**config.mk**
```make
export PLATFORM = sky130hd
export DESIGN_NAME = pstx_queue
export DESIGN_NICKNAME = d
export VERILOG_FILES = /design/src/design/pstx_pkg.sv /design/src/design/pstx_queue.sv
export SDC_FILE = /design/constraint.sdc
export NUM_CORES = 1
export LEC_CHECK = 0
export BUFFER_PORTS_ARGS = -buffer_cell sky130_fd_sc_hd__buf_2
export CAP_MARGIN = 0
export CORE_ASPECT_RATIO = 0.6
export CORE_MARGIN = 2
export CORE_UTILIZATION = 45
export DETAILED_ROUTE_END_ITERATION = 10
export MAX_ROUTING_LAYER = met4
export PLACE_DENSITY = 0.71
export SLEW_MARGIN = 20
export SYNTH_ARGS = -nofsm -noshare
export SYNTH_HDL_FRONTEND = slang
export SYNTH_SLANG_ARGS = --single-unit
```
**constraint.sdc**
```tcl
create_clock -name i_clk -period 5.9 [get_ports i_clk]
set_input_delay 0.59 -clock i_clk [delete_from_list [all_inputs] [get_ports i_clk]]
set_output_delay 0.59 -clock i_clk [all_outputs]
set_load 0.005 [all_outputs]
```
**src/design/pstx_pkg.sv**
```systemverilog
// shared types, constants and helpers of the polar scan to tilted xyz block
package pstx_pkg;

    // angle table depth and default number of rotation stages
    localparam int ATAN_ENTRIES   = 24;
    localparam int DEFAULT_STAGES = 16;

    // datapath widths: rotation x/y in Q16 mm, residual angle in 2^32 units per turn
    localparam int CX_W = 36;
    localparam int CZ_W = 34;

    // rotation gain compensation, unsigned Q0.30
    localparam logic [29:0] GAIN_Q30 = 30'd652032874;

    // fold thresholds of the beam angle, quarter turn
    localparam logic signed [15:0] QUARTER_POS = 16'sd16384;
    localparam logic signed [15:0] QUARTER_NEG = -16'sd16384;

    // queue between front and back
    localparam int QUEUE_AW = 1;

    // configuration register indexes
    localparam logic [1:0] CFG_MOUNT_HEIGHT = 2'd0;
    localparam logic [1:0] CFG_TILT_COS     = 2'd1;
    localparam logic [1:0] CFG_TILT_SIN     = 2'd2;

    // configuration reset values
    localparam logic [15:0]        RST_MOUNT_HEIGHT = 16'd1100;
    localparam logic [15:0]        RST_TILT_COS     = 16'd31507;
    localparam logic signed [16:0] RST_TILT_SIN     = 17'sd9002;

    // arctangent of 2^-i in units of 2^32 per turn
    localparam logic [31:0] ATAN_TAB [0:ATAN_ENTRIES-1] = '{
        32'd536870912, 32'd316933406, 32'd167458907, 32'd85004756,
        32'd42667331,  32'd21354465,  32'd10679838,  32'd5340245,
        32'd2670163,   32'd1335087,   32'd667544,    32'd333772,
        32'd166886,    32'd83443,     32'd41722,     32'd20861,
        32'd10430,     32'd5215,      32'd2608,      32'd1304,
        32'd652,       32'd326,       32'd163,       32'd81
    };

    // classified scan point waiting for the back end
    typedef struct packed {
        logic [15:0]        range_mm;
        logic signed [15:0] angle;
        logic               flip;
        logic [15:0]        intensity;
        logic               last;
    } t_pstx_item;

    // tilt and height settings
    typedef struct packed {
        logic [15:0]        mount_height_mm;
        logic [15:0]        tilt_cos_q15;
        logic signed [16:0] tilt_sin_q15;
    } t_pstx_cfg;

    // saturate to 17 bit signed
    function automatic logic signed [16:0] sat17(input logic signed [35:0] v);
        logic signed [16:0] r;
        if (v > 36'sd65535) begin
            r = 17'sd65535;
        end else if (v < -36'sd65536) begin
            r = -17'sd65536;
        end else begin
            r = v[16:0];
        end
        return r;
    endfunction

    // saturate to 18 bit signed
    function automatic logic signed [17:0] sat18(input logic signed [35:0] v);
        logic signed [17:0] r;
        if (v > 36'sd131071) begin
            r = 18'sd131071;
        end else if (v < -36'sd131072) begin
            r = -18'sd131072;
        end else begin
            r = v[17:0];
        end
        return r;
    endfunction

endpackage

```
**src/design/pstx_queue.sv**
```systemverilog
// short queue of classified points between front and back end
module pstx_queue import pstx_pkg::*; (
    input  logic       i_clk,
    input  logic       i_rst_n,
    input  logic       i_push,
    input  t_pstx_item i_item,
    input  logic       i_pop,
    output logic       o_full,
    output logic       o_valid,
    output t_pstx_item o_item
);

    localparam int DEPTH = 2 ** QUEUE_AW;

    t_pstx_item          r_mem [0:DEPTH-1];
    logic [QUEUE_AW-1:0] r_wptr, r_rptr;
    logic [QUEUE_AW:0]   r_count;
    logic                w_do_pop;

    assign w_do_pop = i_pop && (r_count != '0);
    assign o_full   = (r_count == (QUEUE_AW+1)'(DEPTH));
    assign o_valid  = (r_count != '0);
    assign o_item   = r_mem[r_rptr];

    // pointers and fill count
    always_ff @(posedge i_clk) begin
        if (!i_rst_n) begin
            r_wptr  <= '0;
            r_rptr  <= '0;
            r_count <= '0;
        end else begin
            if (i_push) begin
                r_wptr <= r_wptr + 1'b1;
            end
            if (w_do_pop) begin
                r_rptr <= r_rptr + 1'b1;
            end
            unique case ({i_push, w_do_pop})
                2'b10:   r_count <= r_count + 1'b1;
                2'b01:   r_count <= r_count - 1'b1;
                default: r_count <= r_count;
            endcase
        end
    end

    // entry storage
    always_ff @(posedge i_clk) begin
        if (i_push) begin
            r_mem[r_wptr] <= i_item;
        end
    end

endmodule

```
## After elaboration in Yosys (flattened, before gate mapping)

Memories as Yosys holds them, arrays and structs flattened. A register that Yosys moved wholly into a read port is not among the register bits.
Cells that the tools add are included.

- Add/subtract/negate cells: 4
- Equality and inequality tests: 3
- Multiplexer cells: 5
- Bitwise logic cells: 0
- $mul: 0
- Order comparisons: 0
- Reduce and logical (&&, ||, !) cells: 3
- Divide/modulo/power cells: 0
- Shift-type cells: 0

Operator list:

| operator | number |
|---|---|
| $eq 2x2->1 const B | 2 |
| $mux 1 | 4 |
| $pmux 2 s2 | 1 |
| $reduce_bool 2->1 | 2 |
| $add 1x1->1 const B | 2 |
| $add 2x1->2 const B | 1 |
| $eq 2x1->1 const B | 1 |
| $sub 2x1->2 const B | 1 |
| $logic_and 1x1->1 | 1 |

- Memories: 1
- Register bits after elaboration: 4
- ROM bits: 0
- Latch bits: 0
- Output and inout port bits: 52
- Bits in writable memories: 100
- Input bits: 54

Memories:

| memory | words | bits a word | rd ports | clocked after memory_dff | wr ports | line | RTL |
|---|---|---|---|---|---|---|---|
| r_mem | 2 | 50 | 1 | 1 | 1 | pstx_queue.sv:15 | `t_pstx_item r_mem [0:DEPTH-1];` |

## Logic depth before layout (Yosys ltp)

Gate-level depths: netlist (run 1).

- Depth in word-level cells: 4
- Gate-level depth with buffers: 5
- Depth with buffers taken out: 5

## Least setup slack after synthesis (run 1)

No wires, ideal clock.

- Path type: input to register
- From: in i_push
- To: mem r_mem[0][0] (netlist bit) (enable)
- Required time: 5.440 ns
- Cell stages on the path: 2
- Arrival: 2.778 ns
- Slack: 2.662 ns
- Cell sequence: inv_1 -> nor2_1

- Word-level cells in the longest chain between the ends: 2

Ends and longest elaborated chain:

| what | line | RTL |
|---|---|---|
| from (decl) | pstx_queue.sv:5 | `input logic i_push,` |
| $mux 1 | pstx_queue.sv:48 | `if (i_push) begin` |
| $mux 1 (not written as such) | pstx_queue.sv:49 | `r_mem[r_wptr] <= i_item;` |
| to (decl) | pstx_queue.sv:15 |  |

Every way passes these cells.

==> results of run 1 <==
==> placed cells by master, fill, tap and decap left out, types with 2 or more instances in the layout <==
cell,instances
buf_4,3
dfxtp_1,4
clkbuf_1,3
edfxtp_1,100
mux2_2,50
buf_2,105
nor2b_1,3
o21a_1,2
xnor2_1,3
clkbuf_16,9
==> logic make-up after synthesis <==
family	after synthesis	synth area share, %
fa+ha+maj	1	0.3274
buf+inv	7	0.8510
compound gates	4	0.7202
mux	50	14.73
simple gates	9	1.474
flops	105	81.21
xor+xnor	3	0.6877
==> power by group <==
group / internal [W] / switching [W]
Combinational: 0.000195 / 0.000142
Clock: 0.000340 / 0.000234
Sequential: 0.000868 / 0.0000377
Total: 0.00140 / 0.000413
==> metrics by stage <==
stage / setup slack [ns] / hold WS, ns / total power [W]
floorplan: 2.662 / 0.4743 / 0.001120
global placement: 3.652 / 0.5029 / 0.001257
detailed placement: 3.625 / 0.5329 / 0.001264
CTS: 3.244 / 0.4248 / 0.001840
global route: 3.190 / 0.4232 / 0.001898
finish: 3.294 / 0.4389 / 0.001817
==> Yosys cell counts <==
cell / n / share of area (%)
mux2_2: 50 / 15
and2b_2: 1 / 0.23
o21a_1: 2 / 0.39
or3_1: 1 / 0.16
buf_2: 5 / 0.65
nor2_1: 1 / 0.098
xnor2_1: 3 / 0.69
nor2b_1: 3 / 0.49
o21ai_0: 1 / 0.13
dfxtp_1: 5 / 2.6
and2_1: 2 / 0.33
ha_1: 1 / 0.33
inv_1: 1 / 0.098
or2_2: 1 / 0.16
a21boi_1: 1 / 0.20
edfxtp_1: 100 / 79
clkbuf_1: 1 / 0.098
==> how the worst min path moves through the flow <==
stage | to | start
after floorplan | r_count[1] | r_count[1]
after global placement | r_count[1] | r_count[1]
after detailed placement | r_rptr | r_rptr
after CTS | r_mem[0][45] | i_item[45]
after global routing | r_mem[1][35] | i_item[35]
final | r_mem[0][45] | i_item[45]
==> registers in the layout (all words and copies together), names as in the netlist, named ones only <==
name     flops
r_mem      100
r_wptr       1
r_rptr       1
r_count      2
==> critical path: stages (launching register included) <==
cell and delay, ns:
dfxtp_2 0.66, buf_4 0.46, mux2_2 0.40, buf_2 0.14
==> metal layers <==
metal	routed length, um	track usage, %
met5	0	-
met4	90	6.513
met3	569	6.662
met2	2938	22.90
met1	3142	19.05
==> area by class of cell <==
class                           count  area share, %
Multi-Input combinational cell     67          14.53
Tap cell                          108          2.828
Clock buffer                       13          5.237
Inverter                            1        0.07855
Timing Repair Buffer              108          11.47
Sequential cell                   105          64.96
Clock inverter                      3         0.8903
==> impl_metrics.yaml, run 1 <==
outcome:
  outcome: "finished, final reports clean"
cells_and_area:
  final_area_um2: 4778
  area_growth_syn_to_layout_pct: 25.05
  post_layout_nonfiller_instances: 405
  drive_gt1_share_pct: 59.26
  diodes: 0
  utilization_pct: 59.44
  multi_input_gate_area_in_the_final_layout_um2: 694.4
  layout.filler_cells: 603
  regArea_um2: 3104
  nets: 347
clock_tree:
  cts_hold_buffers: 0
  clk_latency_ns: 0.34
  ctsResizeCount: 0
  cts_tree: "built"
  cts.clk_slew.worst_paths_ns: 0.07
  clockBufferDepth: 2
  clock-root-buffer: "clkbuf_16"
  cts_sinks: 105
  cts_made_buffers: 9
  cts_max_level: 3
  cts_setup_buffers: 0
route:
  first_iter_violations: 117
  drc: 0
  detail_route.first_pass.iterations: 4
  via_count: 1927
  detail_route.wl_per_cell_um: 16.64
  vias_per_cell: 4.758
  antenna_left: 0
  routed_wirelength_um: 6740
synth:
  seq_area_frac_synth_pct: 81.20
  synthDistinctLibCells: 17
  syn_area_per_cell_um2: 21.35
  syn-num-nets: 234
  synth.ff_latch_count: 105
  post_synth_inst_count: 179
  yosysWarningCount: 0
  synthesis.area_um2: 3821
floorplan:
  floorplan.rows: 25
  floorplan.io_pins: 106
  design.core.area_um2: 8039
  start_util_pct: 47.53
  die_h_um: 75.38
  die_width_um: 123.0
  die-area_um2: 9269
setup_path:
  cp_data_required_time_ns: 5.31
  timing.critical_path.fanout_max: 29
  timing.critical_path.from_type: "register"
  regToRegSetupSlack_ns: 4.14
  timing.critical_path.to: "o_item[46]"
  arrival_ns: 2.02
  timing_worst_setup_path_type: "register to output pin"
  worst_setup_path_end_kind: "output pin"
  regToRegEndpoint: "r_mem[0][19]"
  worst_r2r_path_depth: 2
  worst_r2r_startpoint: "r_wptr"
place:
  placement.io_buffers: 105
  placed_cells_incl_taps: 389
  detailed_place.area_um2: 4486
  gp_congestion: 0.7476
  hpwl_dp_um: 4491
timing:
  setup_total_negative_slack_ns: 0
  worst_slew_margin_relative_to_its_limit_pct: 53.40
  timing.final.max_slew_violations: 0
  fin_crit_ns: 2.606
  finalSetupViolations: 0
  post-route-period-util_pct: 44.17
  timing.clock.skew_ns: 0.005264
  grt_setup_unrepaired: "false"
  final_hold_violation_count: 0
  top_achievable_clock_speed_mhz: 383.8
  worst_slew_pin_slew_ns: 0.6973
global_routing:
  largest_net_degree_at_the_start_of_global_routing: 51
  global_route_wire_length_before_repair_um: 9549
  antenna_violations_before_repair: 0
  groute.usage.overall_pct: 15.55
  grt_pass1_vias: 1893
  grt.overflow.total: 0
worst_hold_path:
  min_path_cells: 1
  hold_path_class: "input port to register"
pwr:
  power_density_nw_per_um2: 380.2
  irDropWorstVdd_uv: 210.2
  power_leakage_nw: 1.786
flow_run:
  drv_cap: 0
Note: power is estimated with default switching activity, not from simulation.
==> run 2, diff against run 1 <==
- ABC_AREA: not set -> 1
- PLACE_DENSITY: 0.71 -> 0.73
- clock period: 5.9 -> 2.14 ns (I/O delays scaled with it)
==> run 2 against run 1 <==
Non-clock buffer count increased by 4. Global-route usage shrank 0.20 points. Synthesized area up 7.3%. Count of clock-buffer cells in the layout fell by 2. Combinational power increased by 81%. Flip-flop and latch count stayed put. Critical path depth unchanged. Clock skew about the same. Sequential power rose to 2.7 times the previous value. Highest routed layer unchanged. Largest power group unchanged. Synthesized cell count rose by 7.3%. Cell area increased by 5.1%. Die area up 7.0%.
==> impl_metrics.yaml, run 2 <==
timing:
  finalSetupViolations: 0
  setup_total_negative_slack_ns: 0
  post-route-period-util_pct: 86.32
  final_hold_violation_count: 0
  hold-worst-slack_ns: 0.06533
  worst_slew_pin_slew_ns: 0.4110
  worst_slew_margin_relative_to_its_limit_pct: 72.60
  timing.final.max_slew_violations: 0
  fin_crit_ns: 1.847
  grt_setup_unrepaired: "false"
  timing.clock.skew_ns: 0.004931
  top_achievable_clock_speed_mhz: 541.4
floorplan:
  design.core.area_um2: 8686
  die_h_um: 77.94
  floorplan.rows: 26
  die-area_um2: 9916
  die_width_um: 127.2
  start_util_pct: 47.21
  floorplan.io_pins: 106
clock_tree:
  clock-root-buffer: "clkbuf_16"
  clockBufferDepth: 2
  clk_latency_ns: 0.33
  cts.clk_slew.worst_paths_ns: 0.06
  cts_setup_buffers: 0
  cts_made_buffers: 9
  cts_hold_buffers: 0
  cts_tree: "built"
  ctsResizeCount: 0
  cts_max_level: 3
  cts_sinks: 105
setup_path:
  worst_setup_path_end_kind: "output pin"
  timing.critical_path.from_type: "register"
  timing_worst_setup_path_type: "register to output pin"
  timing.critical_path.fanout_max: 19
  cp_data_required_time_ns: 1.93
  arrival_ns: 1.63
synth:
  synth.ff_latch_count: 105
  synthesis.area_um2: 4100
  post_synth_inst_count: 192
  syn_area_per_cell_um2: 21.36
  synthFlopType: "edfxtp_1"
  ys_top_cells_by_count: "edfxtp_1, mux2_4, nor2_1, nand2_1, inv_1"
  synth_xor_xnor_area_share_pct: 0
  synthDistinctLibCells: 14
  yosys.cell_count.top_type: "edfxtp_1"
  synth.top_cells.by_area: "edfxtp_1, mux2_4, buf_12"
  synthAdderAreaFrac_pct: 0.3052
  syn-num-nets: 247
  synth.mux.area_fraction_pct: 18.31
  combinational_family_with_the_most_area_after_synthesis: "multiplexers"
  synth_simple_gate_area_share_pct: 2.014
  yosys.area.top_type_share_pct: 73.24
  yosysWarningCount: 0
  synth-edff-count: 100
  yosys.area.top_type: "edfxtp_1"
  seq_area_frac_synth_pct: 75.68
  synth_compound_gate_area_share_pct: 0.4272
  async_reset_ff_share_pct: 0
global_routing:
  grt_util_met2_pct: 22.15
  grt_util_met3_pct: 5.931
  grt_pass1_vias: 2110
  groute.usage.overall_pct: 15.35
  grt-busiest-layer: "met2"
  grt.overflow.total: 0
  antenna_violations_before_repair: 0
  largest_net_degree_at_the_start_of_global_routing: 30
  grt.met1_usage_pct: 19.76
  global_route_wire_length_before_repair_um: 10780
route:
  detail_route.first_pass.iterations: 4
  via_count: 2083
  routed_wirelength_um: 6918
  detail_route.wl_per_cell_um: 16.24
  first_iter_violations: 169
  vias_per_cell: 4.890
  antenna_left: 0
  drc: 0
cells_and_area:
  largest_reg_flops: 100
  diodes: 0
  largest_register: "r_mem"
  area_growth_syn_to_layout_pct: 22.49
  reg.largest.list: "r_mem: 100 flops, r_count: 2 flops"
  layout_common_cells: "buf_2, edfxtp_1, mux2_4"
  drive_gt1_share_pct: 56.05
  nets: 364
  mostFrequentLayoutCell: "buf_2"
pwr:
  power_density_nw_per_um2: 912.2
  cellInternalPower_w: 0.003629
  irDropWorstVdd_uv: 531.0
  power.sequential.fraction_pct: 53.4
  share_clk_of_total_power_pct: 33.3
  comb_power_share_pct: 13.3
  power_leakage_nw: 2.021
  switching_share_pct: 20.80
  switching_power_w: 0.0009528
place:
  hpwl_dp_um: 4659
  placement.io_buffers: 105
  gp_congestion: 0.7839
worst_hold_path:
  hold_path_class: "input port to register"
flow_run:
  drv_cap: 0
outcome:
  outcome: "finished, final reports clean"
[run 2: logic make-up after synthesis]
logic type               count (synthesis)
buffers and inverters                   12
AO/OA/AOI/OAI                            3
flip-flops                             105
AND/OR/NAND/NOR                         21
adder cells (fa/ha/maj)                  1
multiplexers                            50
[run 2: worst max-delay path, stage by stage, from the launching register on]
cell,delay (ns)
dfxtp_4,0.60
buf_4,0.25
mux2_4,0.32
buf_2,0.13
[run 2: final timing paths]
| check | cells past startpoint | from | slack, ns | to |
|---|---|---|---|---|
| setup / recovery | 3 | register | 0.29 | o_item[35] |
| hold / removal | 1 | i_item[4] | 0.07 | r_mem[1][4] |
| setup reg to reg | 3 | r_wptr | 0.85 | r_mem[1][10] |
| hold reg to reg | 2 | r_rptr | 0.49 | r_rptr |
[run 2: cell type report]
type / instances / area, um^2
sequential: 105 / 3107
inverter: 6 / 22.52
clock inverter: 5 / 46.29
timing repair buffer: 112 / 603.1
tap: 112 / 140.1
clock buffer: 11 / 232.7
fill: 664 / 3664
multi-input combinational: 75 / 870.8
[run 2: per-layer routing]
layer / share of wire (%) / wire length, um
met4: 1.5 / 105
met5: 0 / 0
met3: 8.4 / 578
met2: 43 / 2962
met1: 47 / 3272
[run 2: power groups by stage]
| stage | Combinational, W | Clock (W) | Sequential (W) |
|---|---|---|---|
| 3_5_place_dp | 0.000615 | 0 | 0.00249 |
| 3_3_place_gp | 0.000603 | 0 | 0.00248 |
| 4_1_cts | 0.000617 | 0.00159 | 0.00245 |
| 5_1_grt | 0.000667 | 0.00167 | 0.00246 |
| 6_report | 0.000611 | 0.00153 | 0.00244 |
| 2_1_floorplan | 0.000435 | 0 | 0.00245 |
[run 2: stage by stage]
step           util [%]  std cells  total power (W)  setup slack [ns]  cell area, um^2
2_1_floorplan         -        192         0.002886           0.08723             4103
3_3_place_gp      54.61        410         0.003088            0.6511             4743
3_5_place_dp      54.61        410         0.003104            0.6362             4743
4_1_cts           57.82        426         0.004651            0.2602             5022
5_1_grt           57.82        426         0.004794            0.2150             5022
6_report          57.82        426         0.004582            0.2928             5022
==> run 3, diff against run 2 <==
==> constraint.sdc (replaced) <==
create_clock -name i_clk -period 2.14 [get_ports i_clk]
set_input_delay 0.107 -clock i_clk [delete_from_list [all_inputs] [get_ports i_clk]]
set_output_delay 0.107 -clock i_clk [all_outputs]
set_load 0.005 [all_outputs]
==> run 3 against run 2 <==
Global-route usage grew 1.3 points. Maximum frequency is 5.8% higher. Count of clock-buffer cells in the layout fell by 1. Non-clock buffer count up 50. Worst setup slack better by 0.10 ns. Cell area is 10% higher. Die area unchanged. Utilization grew 5.9 points. Hold slack worse by 0.039 ns. Power rose by 2.7%.
==> impl_metrics.yaml, run 3 (synthesized netlist as in run 2, its figures left out) <==
global_routing:
  antenna_violations_before_repair: 0
  grt_util_met2_pct: 25.05
  grt_util_met3_pct: 6.276
  grt.met1_usage_pct: 21.57
  grt.overflow.total: 0
  grt-busiest-layer: "met2"
  largest_net_degree_at_the_start_of_global_routing: 30
  global_route_wire_length_before_repair_um: 11760
  grt_pass1_vias: 2333
  groute.usage.overall_pct: 16.65
route:
  routed_wirelength_um: 7504
  antenna_left: 0
  drc: 0
  detail_route.first_pass.iterations: 4
  via_count: 2217
  detail_route.wl_per_cell_um: 15.76
  first_iter_violations: 147
  vias_per_cell: 4.658
pwr:
  power_density_nw_per_um2: 850.3
  irDropWorstVdd_uv: 503.9
  power_leakage_nw: 2.240
  power.total_w: 0.004704
worst_hold_path:
  hold_path_class: "input port to register"
clock_tree:
  cts_sinks: 105
  cts_max_level: 3
  cts_setup_buffers: 0
  cts_tree: "built"
  cts.clk_slew.worst_paths_ns: 0.06
  clockBufferDepth: 2
  ctsResizeCount: 0
  clock-root-buffer: "clkbuf_16"
  clk_latency_ns: 0.33
  cts_made_buffers: 9
timing:
  post-route-period-util_pct: 81.60
  setup_total_negative_slack_ns: 0
  worst_slew_margin_relative_to_its_limit_pct: 72.91
  final_hold_violation_count: 0
  worst_slew_pin_slew_ns: 0.4064
  fin_crit_ns: 1.746
  timing.final.max_slew_violations: 0
  timing.clock.skew_ns: 0.003544
  grt_setup_unrepaired: "false"
  top_achievable_clock_speed_mhz: 572.7
  finalSetupViolations: 0
cells_and_area:
  largest_register: "r_mem"
  area_growth_syn_to_layout_pct: 34.91
  drive_gt1_share_pct: 49.45
  nets: 414
  reg.largest.list: "r_mem: 100 flops, r_count: 2 flops"
  layout_common_cells: "buf_2, edfxtp_1, mux2_4, dlygate4sd3_1, nor2_1"
  diodes: 0
  largest_reg_flops: 100
  mostFrequentLayoutCell: "buf_2"
setup_path:
  regToRegSetupSlack_ns: 0.86
  timing.critical_path.fanout_max: 19
  timing.critical_path.to: "o_item[1]"
  arrival_ns: 1.64
  worst_r2r_startpoint: "r_count[1]"
  cp_data_required_time_ns: 2.03
  worst_r2r_path_depth: 7
  worst_setup_path_end_kind: "output pin"
  timing.critical_path.from_type: "register"
  timing_worst_setup_path_type: "register to output pin"
  regToRegEndpoint: "r_count[1]"
floorplan:
  floorplan.io_pins: 106
  floorplan.rows: 26
  die-area_um2: 9916
  start_util_pct: 47.21
  die_h_um: 77.94
  design.core.area_um2: 8686
  die_width_um: 127.2
flow_run:
  drv_cap: 0
place:
  placement.io_buffers: 105
  gp_congestion: 0.7853
  hpwl_dp_um: 4724
outcome:
  outcome: "finished, final reports clean"
==> run 3: changes by cell type in the layout (fill, tap and decap cells not counted) <==
cell           change
clkinv_2           +3
clkbuf_1           -1
dlygate4sd3_1     +50
clkinv_4           +1
clkinv_1           -3
==> run 3: what timing repair did <==
action / 4_1_cts / 5_1_grt
setup endpoints to repair: 0 / 0
hold buffers: 50 / 0
endpoints found under the hold margin: 100 / 0
==> run 3: routing by layer <==
layer  wire (um)  part of all wire (%)
met1        3569                    48
met3         454                   6.1
met2        3390                    45
met4          90                   1.2
met5           0                     0
==> run 3: final cells by class <==
class | instances | area, um^2
Inverter | 6 | 22.52
Tap cell | 112 | 140.1
Timing Repair Buffer | 162 | 1104
Clock buffer | 10 | 229.0
Fill cell | 621 | 3154
Multi-Input combinational cell | 75 | 870.8
Sequential cell | 105 | 3107
Clock inverter | 6 | 58.81
==> run 3: critical path, cell delays in order (launching register included) <==
cell	delay, ns
dfxtp_4	0.60
buf_4	0.26
mux2_4	0.32
buf_2	0.13
==> run 3: metrics by stage <==
step | worst slack (ns) | hold WS (ns) | util (%) | std cells | cell area, um^2
after detailed placement | 0.7423 | 0.2979 | 54.61 | 410 | 4743
after global routing | 0.3246 | 0.03444 | 63.68 | 476 | 5532
after global placement | 0.7552 | 0.2942 | 54.61 | 410 | 4743
after CTS | 0.3599 | 0.01218 | 63.68 | 476 | 5532
after floorplan | 0.08723 | 0.2059 | - | 192 | 4103
final | 0.3938 | 0.02632 | 63.68 | 476 | 5532
==> run 3: worst min path at each step <==
stage / slack, ns / endpoint / cells after the start / startpoint
after floorplan: 0.21 / r_mem[0][0] / 0 / i_item[0]
after global placement: 0.29 / r_mem[1][39] / 1 / i_item[39]
after detailed placement: 0.30 / r_mem[0][36] / 1 / i_item[36]
after CTS: 0.01 / r_wptr / 3 / i_rst_n
after global routing: 0.03 / r_count[1] / 3 / i_rst_n
final: 0.03 / r_count[1] / 3 / i_rst_n
==> run 3: where the power goes <==
part | switching, W | internal (W) | total (W)
Clock | 0.000675 | 0.000900 | 0.00158
Sequential | 0.0000643 | 0.00238 | 0.00244
Combinational | 0.000269 | 0.000416 | 0.000685
Total | 0.00101 | 0.00370 | 0.00470
